[src/rtl/flacbs_pkg.sv]
// ----------------------------------------------------------------------------
// flacbs_pkg
// shared types, codes and helpers of the flac frame block size parser
// ----------------------------------------------------------------------------
package flacbs_pkg;

  // header byte position
  typedef enum logic [3:0] {
    PH_SYNC0 = 4'd0,
    PH_SYNC1 = 4'd1,
    PH_SIZE  = 4'd2,
    PH_CHAN  = 4'd3,
    PH_LEAD  = 4'd4,
    PH_SKIP  = 4'd5,
    PH_EXPL  = 4'd6,
    PH_CRC   = 4'd7,
    PH_DONE  = 4'd8
  } phase_t;

  // result status codes
  localparam logic [1:0] STATUS_OK        = 2'd0;
  localparam logic [1:0] STATUS_BAD_SYNC  = 2'd1;
  localparam logic [1:0] STATUS_BAD_LEAD  = 2'd2;
  localparam logic [1:0] STATUS_TRUNCATED = 2'd3;

  // config register indexes
  localparam logic REG_MIN_BLOCK = 1'b0;
  localparam logic REG_MAX_BLOCK = 1'b1;

  localparam logic [15:0] BLOCK_SIZE_RESET = 16'd4096;
  localparam logic [16:0] MAX_SAMPLE_COUNT = 17'd65536;

  localparam logic [7:0] SYNC_BYTE0  = 8'hFF;
  localparam logic [7:0] SYNC1_MASK  = 8'hFC;
  localparam logic [7:0] SYNC1_VALUE = 8'hF8;
  localparam logic [7:0] LEAD_SEVEN  = 8'hFE;

  localparam logic [3:0] CODE_MIN    = 4'd0;
  localparam logic [3:0] CODE_192    = 4'd1;
  localparam logic [3:0] CODE_576MAX = 4'd5;
  localparam logic [3:0] CODE_EXPL8  = 4'd6;
  localparam logic [3:0] CODE_EXPL16 = 4'd7;

  // sample count for the fixed block size codes, zero for explicit ones
  function automatic logic [16:0] fixed_count(input logic [3:0] code,
                                              input logic [15:0] min_bs);
    logic [1:0] sh576;
    sh576 = 2'(code - 4'd2);
    priority if (code == CODE_MIN) begin
      fixed_count = {1'b0, min_bs};
    end else if (code == CODE_192) begin
      fixed_count = 17'd192;
    end else if (code <= CODE_576MAX) begin
      fixed_count = 17'd576 << sh576;
    end else if (code <= CODE_EXPL16) begin
      fixed_count = 17'd0;
    end else begin
      fixed_count = 17'd256 << code[2:0];
    end
  endfunction

endpackage

[src/rtl/flac_frame_block_size_parser.sv]
// ----------------------------------------------------------------------------
// flac_frame_block_size_parser
// byte-wise flac frame header parser returning the block sample count
// ----------------------------------------------------------------------------
// input channel: in_valid/in_ready with data_byte and is_last, one header
//   byte per word, is_last on the final byte of the buffer
// output channel: out_valid/out_ready with sample_count and status, at most
//   one word per frame header (ok after the crc byte, or an error status)
// config channel: cfg_valid/cfg_ready with cfg_index and cfg_data, always
//   ready; index 0 is the minimum block size, index 1 the maximum
// throughput: one byte per cycle unless an unread result stalls the input;
//   each byte is decoded in the cycle it is taken and any result lands in
//   the output register, shown on out_valid in the cycle after that byte
// stall: while a result sits unread, in_ready follows out_ready, so a taken
//   result frees the register for the next byte in the same cycle
// reset: header position back to the first sync byte, output empty, both
//   block size registers at 4096
// bytes after a result are dropped until a byte with is_last, which restarts
// ----------------------------------------------------------------------------
module flac_frame_block_size_parser (
  input  logic        clk,
  input  logic        rst,
  input  logic        in_valid,
  output logic        in_ready,
  input  logic [7:0]  data_byte,
  input  logic        is_last,
  output logic        out_valid,
  input  logic        out_ready,
  output logic [16:0] sample_count,
  output logic [1:0]  status,
  input  logic        cfg_valid,
  output logic        cfg_ready,
  input  logic        cfg_index,
  input  logic [15:0] cfg_data
);

  // stream block size registers
  logic [15:0] min_block_size;
  logic [15:0] max_block_size;

  // header walk state
  flacbs_pkg::phase_t byte_phase, byte_phase_next;
  logic [2:0]  skip_left, skip_left_next;
  logic [1:0]  explicit_left, explicit_left_next;
  logic [16:0] count_accum, count_accum_next;

  // result of the current byte
  logic        emit;
  logic [1:0]  emit_status;
  logic [16:0] emit_count;

  // utf-8 lead decode
  logic        lead_ok;
  logic [2:0]  lead_skip;

  logic        in_fire;
  logic [16:0] expl_shift;
  logic [3:0]  size_code;
  flacbs_pkg::phase_t after_number;

  assign in_ready  = !out_valid || out_ready;
  assign in_fire   = in_valid && in_ready;
  assign cfg_ready = 1'b1;

  assign size_code    = data_byte[7:4];
  assign expl_shift   = {count_accum[8:0], data_byte};
  assign after_number = (explicit_left != 2'd0) ? flacbs_pkg::PH_EXPL : flacbs_pkg::PH_CRC;

  // lead byte gives the count of continuation bytes; exact patterns only
  always_comb begin
    lead_ok   = 1'b1;
    lead_skip = 3'd0;
    priority if (data_byte[7] == 1'b0) begin
      lead_skip = 3'd0;
    end else if (data_byte[7:5] == 3'b110) begin
      lead_skip = 3'd1;
    end else if (data_byte[7:4] == 4'b1110) begin
      lead_skip = 3'd2;
    end else if (data_byte[7:3] == 5'b11110) begin
      lead_skip = 3'd3;
    end else if (data_byte[7:2] == 6'b111110) begin
      lead_skip = 3'd4;
    end else if (data_byte[7:1] == 7'b1111110) begin
      lead_skip = 3'd5;
    end else if (data_byte == flacbs_pkg::LEAD_SEVEN &&
                 min_block_size != max_block_size) begin
      // 7-byte sample number only for variable block size streams
      lead_skip = 3'd6;
    end else begin
      lead_ok = 1'b0;
    end
  end

  // per-byte decode
  always_comb begin
    byte_phase_next    = byte_phase;
    skip_left_next     = skip_left;
    explicit_left_next = explicit_left;
    count_accum_next   = count_accum;
    emit               = 1'b0;
    emit_status        = flacbs_pkg::STATUS_OK;
    emit_count         = 17'd0;

    unique case (byte_phase)
      flacbs_pkg::PH_SYNC0: begin
        if (data_byte != flacbs_pkg::SYNC_BYTE0) begin
          emit        = 1'b1;
          emit_status = flacbs_pkg::STATUS_BAD_SYNC;
        end else begin
          byte_phase_next = flacbs_pkg::PH_SYNC1;
        end
      end
      flacbs_pkg::PH_SYNC1: begin
        // reserved bits ignored
        if ((data_byte & flacbs_pkg::SYNC1_MASK) != flacbs_pkg::SYNC1_VALUE) begin
          emit        = 1'b1;
          emit_status = flacbs_pkg::STATUS_BAD_SYNC;
        end else begin
          byte_phase_next = flacbs_pkg::PH_SIZE;
        end
      end
      flacbs_pkg::PH_SIZE: begin
        count_accum_next = flacbs_pkg::fixed_count(size_code, min_block_size);
        if (size_code == flacbs_pkg::CODE_EXPL8) begin
          explicit_left_next = 2'd1;
        end else if (size_code == flacbs_pkg::CODE_EXPL16) begin
          explicit_left_next = 2'd2;
        end else begin
          explicit_left_next = 2'd0;
        end
        byte_phase_next = flacbs_pkg::PH_CHAN;
      end
      flacbs_pkg::PH_CHAN: begin
        byte_phase_next = flacbs_pkg::PH_LEAD;
      end
      flacbs_pkg::PH_LEAD: begin
        if (!lead_ok) begin
          emit        = 1'b1;
          emit_status = flacbs_pkg::STATUS_BAD_LEAD;
        end else begin
          skip_left_next  = lead_skip;
          byte_phase_next = (lead_skip != 3'd0) ? flacbs_pkg::PH_SKIP : after_number;
        end
      end
      flacbs_pkg::PH_SKIP: begin
        // continuation bytes are not checked
        skip_left_next = skip_left - 3'd1;
        if (skip_left == 3'd1) begin
          byte_phase_next = after_number;
        end
      end
      flacbs_pkg::PH_EXPL: begin
        explicit_left_next = explicit_left - 2'd1;
        if (explicit_left == 2'd1) begin
          count_accum_next = expl_shift + 17'd1;
          byte_phase_next  = flacbs_pkg::PH_CRC;
        end else begin
          count_accum_next = expl_shift;
        end
      end
      flacbs_pkg::PH_CRC: begin
        emit        = 1'b1;
        emit_status = flacbs_pkg::STATUS_OK;
        emit_count  = count_accum;
      end
      default: begin
        // done: drop bytes until the buffer ends
      end
    endcase

    // buffer ended before the crc byte
    if (!emit && is_last && byte_phase_next != flacbs_pkg::PH_DONE) begin
      emit        = 1'b1;
      emit_status = flacbs_pkg::STATUS_TRUNCATED;
    end

    if (emit) begin
      byte_phase_next = flacbs_pkg::PH_DONE;
    end

    // end of buffer restarts the header walk
    if (is_last) begin
      byte_phase_next    = flacbs_pkg::PH_SYNC0;
      skip_left_next     = 3'd0;
      explicit_left_next = 2'd0;
      count_accum_next   = 17'd0;
    end
  end

  // config registers
  always_ff @(posedge clk) begin
    if (rst) begin
      min_block_size <= flacbs_pkg::BLOCK_SIZE_RESET;
      max_block_size <= flacbs_pkg::BLOCK_SIZE_RESET;
    end else if (cfg_valid && cfg_ready) begin
      if (cfg_index == flacbs_pkg::REG_MIN_BLOCK) begin
        min_block_size <= cfg_data;
      end
      if (cfg_index == flacbs_pkg::REG_MAX_BLOCK) begin
        max_block_size <= cfg_data;
      end
    end
  end

  // header walk state
  always_ff @(posedge clk) begin
    if (rst) begin
      byte_phase    <= flacbs_pkg::PH_SYNC0;
      skip_left     <= 3'd0;
      explicit_left <= 2'd0;
      count_accum   <= 17'd0;
    end else if (in_fire) begin
      byte_phase    <= byte_phase_next;
      skip_left     <= skip_left_next;
      explicit_left <= explicit_left_next;
      count_accum   <= count_accum_next;
    end
  end

  // output register
  always_ff @(posedge clk) begin
    if (rst) begin
      out_valid <= 1'b0;
    end else if (in_fire && emit) begin
      out_valid <= 1'b1;
    end else if (out_ready) begin
      out_valid <= 1'b0;
    end
  end

  always_ff @(posedge clk) begin
    if (in_fire && emit) begin
      sample_count <= emit_count;
      status       <= emit_status;
    end
  end

endmodule

[config.mk]
export PLATFORM = sky130hd
export DESIGN_NAME = flac_frame_block_size_parser
export DESIGN_NICKNAME = d
export VERILOG_FILES = /design/src/rtl/flacbs_pkg.sv /design/src/rtl/flac_frame_block_size_parser.sv
export SDC_FILE = /design/constraint.sdc
export NUM_CORES = 1
export LEC_CHECK = 0
export CAP_MARGIN = 10
export CORE_MARGIN = 2
export CORE_UTILIZATION = 58
export CTS_CLUSTER_SIZE = 40
export DETAILED_ROUTE_END_ITERATION = 12
export DONT_BUFFER_PORTS = 1
export PLACE_DENSITY = 0.76
export SKIP_CTS_REPAIR_TIMING = 1
export SLEW_MARGIN = 20
export SYNTH_ARGS = -nofsm -noshare
export SYNTH_HDL_FRONTEND = slang
export SYNTH_SLANG_ARGS = --single-unit
[constraint.sdc]
create_clock -name clk -period 2.8 [get_ports clk]
set_input_delay 0 -clock clk [delete_from_list [all_inputs] [get_ports clk]]
set_output_delay 0 -clock clk [all_outputs]
set_load 0.01 [all_outputs]
Word-level counts from Yosys, hierarchy flattened. Cells that the tools add are included. W data, S select, Z words.

Logic and storage cells: 109. Flip-flop bits (word level): 78. Output and inout bits: 22.

Add/subtract/negate cells: 4. Eq/ne operators: 23. Bitwise gates (word level): 1. Muxes and demuxes: 49. Reductions and logical operators: 19. Order comparisons: 2. Shift-type cells: 2.

Operators with widths (count): $mux W17 (6); $pmux W17 S2 (1); $mux W4 (7); $pmux W4 S7 (1); $mux W3 (9); $eq A4 B3 Y1 const B (6); $add A17 B1 Y17 const B (1); $shl A10 B2 Y17 const A (1); $shl A9 B3 Y17 const A (1); $mux W1 (16); $ne A16 B16 Y1 (1); $mux W2 (5); $reduce_bool A3 Y1 (3); $eq A4 B1 Y1 const B (2); $eq A4 B2 Y1 const B (2); $eq A8 B8 Y1 const B (1); $le A4 B3 Y1 const B (2); $logic_not A4 Y1 (2); $ne A8 B8 Y1 const B (1); $eq A7 B7 Y1 const B (1); $eq A6 B6 Y1 const B (1); $ne A6 B6 Y1 const B (1); $pmux W2 S3 (1); $pmux W3 S2 (1); 19 further kinds (27).

Logic depth before layout (Yosys ltp).
Word-level depth: 18. Gate-level depth with buffers: 10.

Least setup slack after synthesis. No wires, ideal clock.

Path type: reg-to-reg. From: reg min_block_size[2]. To: reg sample_count[0] (enable). Data required time: 2.405 ns. Arrival: 2.334 ns. Buffers on the path: 0. Path slack: 0.072 ns. Cell stages (with the launch flop): 8. Path through: dfxtp_1 > xnor2_1 > nand4_1 > nor4_4 > o211ai_4 > o41ai_4 > nor2_1 > nor2_1.

Cells in the longest elaborated chain, start to end: 17. Elaborated cells between the ends (all ways): 28. Those cells by class: eq/ne: 2; mux: 20; reduce/logical: 6.

Ends and longest elaborated chain: start: declaration (RTL line flac_frame_block_size_parser.sv:38) `logic [15:0] min_block_size;`; start signal: assignment (RTL line flac_frame_block_size_parser.sv:193) `min_block_size <= flacbs_pkg::BLOCK_SIZE_RESET;`; start signal: assignment (RTL line flac_frame_block_size_parser.sv:197) `min_block_size <= cfg_data;`; $ne A16 B16 Y1 (*) (RTL line flac_frame_block_size_parser.sv:86) `min_block_size != max_block_size) begin`; $logic_and A1 B1 Y1 (*) (RTL line flac_frame_block_size_parser.sv:85) `end else if (data_byte == flacbs_pkg::LEAD_SEVEN &&`; $mux W3 (RTL line flac_frame_block_size_parser.sv:85); $mux W3 (RTL line flac_frame_block_size_parser.sv:83) `end else if (data_byte[7:1] == 7'b1111110) begin`; $mux W3 (RTL line flac_frame_block_size_parser.sv:81) `end else if (data_byte[7:2] == 6'b111110) begin`; $mux W3 (RTL line flac_frame_block_size_parser.sv:79) `end else if (data_byte[7:3] == 5'b11110) begin`; $mux W3 (RTL line flac_frame_block_size_parser.sv:77) `end else if (data_byte[7:4] == 4'b1110) begin`; $mux W3 (RTL line flac_frame_block_size_parser.sv:75) `end else if (data_byte[7:5] == 3'b110) begin`; $mux W3 (RTL line flac_frame_block_size_parser.sv:73) `priority if (data_byte[7] == 1'b0) begin`; $reduce_bool A3 Y1 (RTL line flac_frame_block_size_parser.sv:142) `byte_phase_next = (lead_skip != 3'd0) ? flacbs_pkg::PH_SKIP : after_number;`; $mux W2 (RTL line flac_frame_block_size_parser.sv:142); $mux W4 (RTL line flac_frame_block_size_parser.sv:137) `if (!lead_ok) begin`; $pmux W4 S7 (RTL line flac_frame_block_size_parser.sv:104) `unique case (byte_phase)`; $ne A4 B4 Y1 (RTL line flac_frame_block_size_parser.sv:172) `if (!emit && is_last && byte_phase_next != flacbs_pkg::PH_DONE) begin`; $logic_and A1 B1 Y1 (RTL line flac_frame_block_size_parser.sv:172); $mux W1 (*) (RTL line flac_frame_block_size_parser.sv:172); $logic_and A1 B1 Y1 (*) (RTL line flac_frame_block_size_parser.sv:232) `if (in_fire && emit) begin`; end signal: assignment (RTL line flac_frame_block_size_parser.sv:233) `sample_count <= emit_count;`; end: declaration (RTL line flac_frame_block_size_parser.sv:29) `output logic [16:0] sample_count,`.

Every way passes the cells marked *; elsewhere a longest branch is shown, timed or not. A chain may end at the register's enable or synchronous reset.

Final worst setup path.
From: reg min_block_size[3]. To: reg sample_count[15] (enable).

Same word-level chain as after synthesis.

==> summary.txt <==
Run status
  – Outcome: finished with violations
  – Violations in the final reports: negative hold slack

Min path
  – WHS Path Cells: 4
  – Hold crit path type: in -> reg

Global routing
  – Total grt overflow: 0
  – First-pass GRT wire length: 17100 µm
  – Largest net degree at the start of global routing: 58
  – Vias in the first global route: 3500
  – Gr usage total: 25.9%
  – Initial antenna violation count: 0

Synth
  – Top cell type by total area after synthesis: dfxtp_1
  – Netlist cell types: 66
  – Syn_nets: 566
  – Synth top area share: 27.3%
  – Ys flop type: dfxtp_1
  – Post-Synthesis Cells: 524
  – YS warnings: 0
  – Post-synth EDFFs: 19
  – Post-Syn Area: 0.00432 mm²
  – Sequential area share after synthesis: 40.5%
  – Synthesized area per cell: 8.25 µm²
  – Top cells by area, synth: dfxtp_1 (27%), edfxtp_1 (13%), nand2_1 (8.3%)
  – Most frequent cells after synthesis: nand2_1 (96), dfxtp_1 (59), a21oi_1 (51), nor2_1 (43), xnor2_1 (24)
  – Synth Register Bits: 78
  – Most common cell in the synthesized netlist: nand2_1
  – Synth async-reset ratio: 0%

Critical path
  – Cell count of the worst reg-to-reg path: 8
  – Critical Path RT: 2.86 ns
  – WP data arrival: 2.48 ns
  – Startpoint Class: flop
  – CP Capture Type: flop
  – Crit Path Category: reg -> reg
  – Internal reg-to-reg setup slack: 0.38 ns
  – CP max FO: 19

Timing
  – Layout Skew: 0.0118 ns
  – Final hold viol count: 2
  – Max transition margin: 52.2%
  – RSZ-0062 raised after global routing: no
  – Slew Viols, Final: 0
  – Setup TNS: 0 ns
  – Max Freq: 412 MHz
  – Tightest Pin Transition: 0.714 ns
  – Hold WS: -0.0571 ns
  – Min cycle time layout: 2.42 ns
  – Setup Viol. Count Final: 0
  – Period utilisation layout: 86.6%

Placed design
  – Post-detail-place hpwl: 7430 µm
  – Placer Congestion: 0.895
  – IO Port Bufs: 0

Route
  – Vias per Instance: 6.20
  – Wire per inst: 16.9 µm
  – DR pass1 iterations: 5
  – Total wire length: 10900 µm
  – Via count: 3984
  – DRT antenna net count: 0
  – DRT iter0 DRCs: 373
  – Post-route DRC: 0

Floorplan
  – Die area: 0.00816 mm²
  – Initial Util: 59.6%
  – Height of the chip: 90.3 µm
  – Io pins: 53
  – Die Wd: 90.3 µm
  – Core area: 0.00725 mm²
  – Standard-cell rows: 31

Pwr
  – Power Dens Cells: 473 mW/mm²
  – Leakage power: 1.67 nW
  – Peak supply drop: 0.331 mV

Flow run
  – Max Cap Viol: 0

Layout
  – Nets: 581
  – Finished Core Util: 67.0%
  – Inserted Diodes: 0
  – Share of cells above drive strength 1: 7.54%
  – Area Growth Syn to Fin: 12.4%

CTS
  – Clock slew at reported path FFs: 0.09 ns
  – CTS H-Tree Depth: 3
  – Num Clock Sinks: 78
  – Clock Tree Root: clkbuf_8
  – Clock Latency Late Sink: 0.37 ns
  – Total CTS buffers: 9
  – Max Root-Sink Buffers: 2
  – CTS tree: built
area by class of cell:
cell class                 count  area [µm²]
sequential                    78        1750
clock buffer                   9         124
clock inverter                 7        55.1
multi-input combinational    398        2370
timing repair buffer          38         380
fill                         629        2390
inverter                      14        52.6
tap                           99         124
placed cells by master, fill, tap and decap left out, types with 12 or more instances in the layout:
cell type	count
a21oi_1	51
a22oi_1	12
and2_1	21
dfxtp_1	59
dlygate4sd3_1	30
edfxtp_1	19
nand2_1	96
nand3_1	16
nor2_1	43
o21ai_0	18
xnor2_1	24
state kept, by name, summed over array words and instances, names as in the netlist:
name and flops:
byte_phase 4, count_accum 17, explicit_left 2, max_block_size 16
min_block_size 16, out_valid 1, sample_count 17, skip_left 3
status 2
routing by layer:
layer	part of all wire [%]	wire length (µm)	up-vias	global-route usage (%)
met1	41	4500	1890	34.0
li1	-	-	1865	-
met3	7.4	805	34	6.09
met4	3.2	344	0	11.2
met2	48	5210	195	41.0
met5	0	0	-	0
logic make-up (layout without fill, tap and decap cells):
kind of cell	count (synthesis)	after routing	share of synthesized area, %
xor gates and xnor gates	32	32	6.49
and+or+nand+nor	227	227	25.3
adders and majority gates	11	11	3.18
muxes	2	2	0.521
buffers and inverters	48	68	4.63
DFF	78	78	40.5
other	1	1	0.0868
AOI/OAI and AO/OA	125	125	19.2
metrics by stage:
step	power, mW	cell area, µm²	instances	worst slack [ns]	hold slack [ns]
2_1_floorplan	1.44	4320	524	0.0716	0.122
3_3_place_gp	1.47	4350	596	0.488	0.0726
3_5_place_dp	1.47	4350	596	0.397	0.0753
4_1_cts	2.24	4530	612	0.382	-0.312
5_1_grt	2.38	4860	643	0.193	0.0134
6_report	2.30	4860	643	0.375	-0.0571
worst max-delay path: stages (launching register included):
cell	delay, ns
dfxtp_1	0.39
xnor2_1	0.14
nand4_1	0.17
nor4_4	0.44
o211ai_4	0.18
o41ai_4	0.35
nor2_1	0.07
nor2_1	0.10
buf_4	0.26
power by group:
part           switching (mW)  total [mW]  internal (mW)
logic                   0.158       0.271          0.113
registers              0.0369        1.23           1.20
clock network           0.463       0.794          0.331
total                   0.659        2.30           1.64
worst paths after layout:
| check | end | from |
|---|---|---|
| worst min-delay path | count_accum[6]$_SDFFE_PP0P_ | data_byte[6] |
| worst max register to register | sample_count[15]$_SDFFCE_PP0P_ | min_block_size[3]$_SDFFE_PP0P_ |
| worst max-delay path | sample_count[15]$_SDFFCE_PP0P_ | min_block_size[3]$_SDFFE_PP0P_ |
| worst min register to register | max_block_size[9]$_SDFFE_PP0P_ | max_block_size[9]$_SDFFE_PP0P_ |
Note: power is estimated with default switching activity, not from simulation.
